File: src/hw/rtl/slfr_pkg.sv
// shared types, constants and codes of the scaled table lookup block
package slfr_pkg;

	// fixed field widths
	localparam int VALUE_W = 32;
	localparam int LEN_W = 9;
	localparam int FACTOR_W = 31;
	localparam int ENTRY_W = 8;
	localparam int CFG_IDX_W = 3;
	localparam int PROD_W = LEN_W + FACTOR_W;

	// defaults
	localparam int TABLE_DEPTH_DEF = 256;
	localparam int FRACTION_BITS = 16;
	localparam logic [FACTOR_W-1:0] FACTOR_RESET = FACTOR_W'(1 << FRACTION_BITS);
	localparam logic [LEN_W-1:0] LENGTH_RESET = LEN_W'(1);

	// item commands
	localparam logic CMD_WRITE = 1'b0;
	localparam logic CMD_QUERY = 1'b1;

	// configuration register indexes
	typedef enum logic [CFG_IDX_W-1:0] {
		REG_LENGTH  = 3'd0,
		REG_FACTOR  = 3'd1,
		REG_OFFSET  = 3'd2,
		REG_INTERP  = 3'd3,
		REG_REVERSE = 3'd4
	} cfg_reg_e;

	// channel payloads
	typedef struct packed {
		logic                      cmd;
		logic [ENTRY_W-1:0]        entry_index;
		logic signed [VALUE_W-1:0] value_in;
	} req_t;

	typedef struct packed {
		logic signed [VALUE_W-1:0] value_out;
		logic                      clamped;
	} rsp_t;

	typedef struct packed {
		logic [CFG_IDX_W-1:0] index;
		logic [VALUE_W-1:0]   wdata;
	} cfg_t;

	// table read address sources
	typedef enum logic [2:0] {
		ADDR_ZERO,
		ADDR_LAST,
		ADDR_IDX,
		ADDR_IDX1,
		ADDR_SCAN
	} addr_sel_e;

	// datapath operations
	typedef enum logic [3:0] {
		OP_NONE,
		OP_SUB,
		OP_CLAMP,
		OP_DIV,
		OP_IDX,
		OP_LDA,
		OP_MUL_F,
		OP_RES_MEM,
		OP_RES_INT,
		OP_RINIT,
		OP_R0,
		OP_SCAN,
		OP_BASE,
		OP_RADD,
		OP_RSUM,
		OP_OUT
	} dp_op_e;

	typedef struct packed {
		logic      take;
		dp_op_e    op;
		addr_sel_e addr_sel;
	} dp_cmd_t;

	typedef struct packed {
		logic req_valid;
		logic req_query;
		logic reverse;
		logic interp;
		logic d_neg;
		logic d_gt;
		logic md_done;
		logic idx_at_last;
		logic x_le_rd;
		logic k_end;
		logic last_zero;
		logic clamp;
		logic out_free;
	} dp_status_t;

endpackage

File: src/hw/rtl/slfr_ctrl.sv
// sequencer for forward lookup and reverse search
module slfr_ctrl (
	input  logic                 clk,
	input  logic                 arst_n,
	input  slfr_pkg::dp_status_t st,
	output slfr_pkg::dp_cmd_t    cmd
);

	typedef enum logic [3:0] {
		S_IDLE,
		S_F_SUB,
		S_F_CHK,
		S_F_RES,
		S_F_DIV,
		S_F_RD,
		S_F_RA,
		S_F_RB,
		S_F_MUL,
		S_R_RD0,
		S_R_CMP0,
		S_R_SCAN,
		S_R_BASE,
		S_R_MUL,
		S_R_SUM,
		S_OUT
	} state_t;

	state_t state_q;
	state_t state_d;

	// state register
	always_ff @(posedge clk or negedge arst_n) begin
		if (!arst_n) begin
			state_q <= S_IDLE;
		end else begin
			state_q <= state_d;
		end
	end

	// next state and datapath commands
	always_comb begin
		state_d = state_q;
		cmd.take = 1'b0;
		cmd.op = slfr_pkg::OP_NONE;
		cmd.addr_sel = slfr_pkg::ADDR_ZERO;
		unique case (state_q)
			S_IDLE: begin
				cmd.take = 1'b1;
				if (st.req_valid && st.req_query) begin
					state_d = st.reverse ? S_R_RD0 : S_F_SUB;
				end
			end
			S_F_SUB: begin
				cmd.op = slfr_pkg::OP_SUB;
				state_d = S_F_CHK;
			end
			S_F_CHK: begin
				priority if (st.d_neg) begin
					cmd.op = slfr_pkg::OP_CLAMP;
					cmd.addr_sel = slfr_pkg::ADDR_ZERO;
					state_d = S_F_RES;
				end else if (st.d_gt) begin
					cmd.op = slfr_pkg::OP_CLAMP;
					cmd.addr_sel = slfr_pkg::ADDR_LAST;
					state_d = S_F_RES;
				end else begin
					cmd.op = slfr_pkg::OP_DIV;
					state_d = S_F_DIV;
				end
			end
			S_F_RES: begin
				cmd.op = slfr_pkg::OP_RES_MEM;
				state_d = S_OUT;
			end
			S_F_DIV: begin
				if (st.md_done) begin
					cmd.op = slfr_pkg::OP_IDX;
					state_d = S_F_RD;
				end
			end
			S_F_RD: begin
				cmd.addr_sel = slfr_pkg::ADDR_IDX;
				state_d = (!st.interp || st.idx_at_last) ? S_F_RES : S_F_RA;
			end
			S_F_RA: begin
				cmd.op = slfr_pkg::OP_LDA;
				cmd.addr_sel = slfr_pkg::ADDR_IDX1;
				state_d = S_F_RB;
			end
			S_F_RB: begin
				cmd.op = slfr_pkg::OP_MUL_F;
				state_d = S_F_MUL;
			end
			S_F_MUL: begin
				if (st.md_done) begin
					cmd.op = slfr_pkg::OP_RES_INT;
					state_d = S_OUT;
				end
			end
			S_R_RD0: begin
				cmd.op = slfr_pkg::OP_RINIT;
				cmd.addr_sel = slfr_pkg::ADDR_ZERO;
				state_d = S_R_CMP0;
			end
			S_R_CMP0: begin
				cmd.op = slfr_pkg::OP_R0;
				cmd.addr_sel = slfr_pkg::ADDR_SCAN;
				priority if (st.x_le_rd) begin
					state_d = S_OUT;
				end else if (st.last_zero) begin
					state_d = S_R_BASE;
				end else begin
					state_d = S_R_SCAN;
				end
			end
			// one entry per cycle, next read already in flight
			S_R_SCAN: begin
				cmd.op = slfr_pkg::OP_SCAN;
				cmd.addr_sel = slfr_pkg::ADDR_SCAN;
				if (st.x_le_rd || st.k_end) begin
					state_d = S_R_BASE;
				end
			end
			S_R_BASE: begin
				cmd.op = slfr_pkg::OP_BASE;
				state_d = (st.clamp || !st.interp) ? S_R_SUM : S_R_MUL;
			end
			S_R_MUL: begin
				if (st.md_done) begin
					cmd.op = slfr_pkg::OP_RADD;
					state_d = S_R_SUM;
				end
			end
			S_R_SUM: begin
				cmd.op = slfr_pkg::OP_RSUM;
				state_d = S_OUT;
			end
			S_OUT: begin
				if (st.out_free) begin
					cmd.op = slfr_pkg::OP_OUT;
					state_d = S_IDLE;
				end
			end
			default: state_d = S_IDLE;
		endcase
	end

endmodule

File: config.mk
export PLATFORM = sky130hd
export DESIGN_NAME = slfr_ctrl
export DESIGN_NICKNAME = d
export VERILOG_FILES = /design/src/hw/rtl/slfr_pkg.sv /design/src/hw/rtl/slfr_ctrl.sv
export SDC_FILE = /design/constraint.sdc
export NUM_CORES = 1
export LEC_CHECK = 0
export BUFFER_PORTS_ARGS = -buffer_cell sky130_fd_sc_hd__buf_2
export CAP_MARGIN = 20
export CORE_MARGIN = 3
export CORE_UTILIZATION = 45
export CTS_BUF_LIST = sky130_fd_sc_hd__clkbuf_16
export CTS_CLUSTER_DIAMETER = 40
export DETAILED_ROUTE_END_ITERATION = 16
export PLACE_DENSITY = 0.77
export SLEW_MARGIN = 15
export SYNTH_ARGS = -nofsm -noshare
export SYNTH_HDL_FRONTEND = slang
export SYNTH_SLANG_ARGS = --single-unit
File: constraint.sdc
create_clock -name clk -period 2.66 [get_ports clk]
set_input_delay 0.133 -clock clk [delete_from_list [all_inputs] [get_ports clk]]
set_output_delay 0.133 -clock clk [all_outputs]
set_load 0.02 [all_outputs]
==> impl_metrics.ini <==
[timing]
setup_viol = 0
grt_setup_unrepaired = false
slew_viol_final = 0
fmax_ghz = 0.512
fin_setup_tns_ns = 0
hold_violations = 0
period_share = 0.734
relSlewSlack = 0.479
layout_min_cycle_time_ns = 1.95
tightest_slew_ns = 0.782
final.setup.worst_slack_ns = 0.708
finClkSkew_ns = 0.00171

[yosys]
yosys_most_used_dff = dfrtp_1
syn-cell-area_um2 = 636
synthDistinctLibCells = 44
synth_edf_count = 0
yosys_warnings = 0
syn_avg_cell_area_um2 = 7.85
synth_cells = 81
async_reset_ff_frac = 1.00
ys_ff_latch = 4
synth-seq-area-share = 0.157
syn_nets = 96

[placement]
dp_cells = 109
gp_congestion = 0.828
io_buffers = 22
dpl.hpwl_um = 1170
preCtsSetupSlack_ns = 0.866

[finish]
largest_reg_flops = 4
area_growth_pct = 26.0
diodes = 0
fin_cells = 113
reg_top3 = state_q (4)
nFillCells = 115
drive_gt1_frac = 0.313
top_register = state_q
layout.nets = 116

[die]
core_um2 = 1220
num_rows = 12
initial_core_util = 0.523
ios = 23
die_w_um = 43.6
die_area_um2 = 1900
die_y_um = 43.6

[clocking]
cts_buffer_depth = 2
clk_latency_ns = 0.23
cts_resized = 0
postCtsSetupRepairBufs = 0
cts.sink_count = 4
numCtsBuffers = 3
clk_pin_slew_worst_paths_ns = 0.03
cts_tree = built
h-tree-depth = 1
hold_buffers = 1
cts-root-buf = clkbuf_16

[routing]
wl_met2_um = 735
wl_met1_um = 751
highest_layer = met4
dr_total_vias = 680
wl_per_cell_um = 14.3
via_per_inst = 6.02
antenna_left = 0
wirelength_um = 1610
drt-pass1-iter-count = 4
dr_wl_met3_um = 103
remaining_drc_errors = 0
drtIter0Drc = 12

[critical_path]
cp_slowest_cell = dfrtp_1
cp-end-kind = output port
path_class = reg2out
crit_fanout = 20
crit_path_cell_trace = inv_1, maj3_1, nor2_1, a211oi_1, buf_2
crit_family = flip-flops
crit_arrival_ns = 1.82
critical_path.n_buffers_inverters = 2
cpPeakStageDelay_ns = 0.71
timing.critical_path.required_ns = 2.53
start_kind = flop

[global_route]
grt_overflow_total = 0
antenna_found_initial = 0
grt_use_total = 0.187
grt_max_degree = 28
first_global_vias = 588
grt_pass1_wl_um = 2610

[power]
vdd_ir_drop_max_uv = 989
p_leak_nw = 0.331
powerDensity_nw_per_um2 = 1310

[worst_hold_path]
min_path_type = in2reg

[outcome]
outcome = finished clean

[job]
drv_cap = 0
routing by layer:
metal	global-route usage	vias up
li1	-	350
met5	0	-
met1	0.240	305
met4	0.0723	0
met2	0.273	23
met3	0.0788	2
cell usage after synthesis (2+ instances only):
cell type / instances / area, µm²
a211oi_1: 4 / 30.0
a21oi_1: 3 / 15.0
a31oi_1: 2 / 12.5
a32oi_1: 2 / 17.5
and2_1: 2 / 12.5
buf_2: 5 / 25.0
dfrtp_1: 4 / 100
inv_1: 3 / 11.3
mux2i_1: 3 / 30.0
nand2_1: 4 / 15.0
nand2b_1: 4 / 25.0
nor2_1: 6 / 22.5
nor2b_1: 2 / 12.5
nor3b_1: 2 / 15.0
o21ai_0: 5 / 25.0
o21ai_1: 2 / 10.0
power breakdown:
group	leakage (nW)	internal [W]	total (W)	switching, W
sequential	0.0443	0.0000897	0.000258	0.000168
clock	0.0370	0.000193	0.000240	0.0000474
combinational	0.250	0.000262	0.000551	0.000289
total	0.331	0.000544	0.00105	0.000505
cells by family (layout without fill, tap and decap cells):
group           after synthesis  count (layout)  share of synthesized area
fa+ha+maj                     1               1                     0.0157
flops                         4               4                      0.157
simple gates                 32              32                      0.321
buf+inv                      11              29                     0.0925
mux                           3               3                     0.0472
xor+xnor                      2               2                     0.0276
compound gates               28              28                      0.339
stage by stage:
step | utilization | power (W) | hold WS (ns) | area, µm²
4_1_cts | 0.658 | 0.00105 | 0.185 | 801
6_report | 0.658 | 0.00105 | 0.192 | 801
3_5_place_dp | 0.588 | 0.000806 | -0.0599 | 716
2_1_floorplan | - | 0.000708 | -0.163 | 636
3_3_place_gp | 0.588 | 0.000798 | -0.0616 | 716
5_1_grt | 0.658 | 0.00114 | 0.216 | 801
worst paths after layout:
path,start,to,slack (ns),cells after the start
hold / removal,st[10],state_q[3],0.19,3
setup / recovery,state_q[0],cmd[5],0.71,5
min in group asynchronous,arst_n,state_q[3],0.24,2
setup reg to reg,state_q[1],state_q[0],0.81,4
max in group asynchronous,arst_n,state_q[1],2.30,2
hold reg to reg,state_q[0],state_q[0],0.94,2
cells in the final DEF, fill, tap and decap left out, types with 2 or more instances in the layout:
| cell type | count |
|---|---|
| inv_1 | 3 |
| and2_1 | 2 |
| a32oi_1 | 2 |
| mux2i_1 | 3 |
| buf_2 | 22 |
| a31oi_1 | 2 |
| a21oi_1 | 3 |
| o21ai_0 | 5 |
| nor2_1 | 6 |
| nand2b_1 | 4 |
| clkbuf_16 | 3 |
| o21ai_1 | 2 |
| a211oi_1 | 4 |
| nor2b_1 | 2 |
| nor3b_1 | 2 |
| dfrtp_1 | 4 |
| nand2_1 | 4 |
final cells by class:
| class | count | area, µm² | area share |
|---|---|---|---|
| clock buffer | 3 | 75.1 | 0.0938 |
| inverter | 3 | 11.3 | 0.0141 |
| multi-input combinational | 66 | 477 | 0.595 |
| sequential | 4 | 100 | 0.125 |
| tap | 14 | 17.5 | 0.0219 |
| timing repair buffer | 23 | 120 | 0.150 |
worst min-delay path: stages:
cell and delay, ns:
buf_2 0.10, nand3_1 0.09, o21ai_1 0.06
No activity file was read; power rests on OpenSTA's default activity.
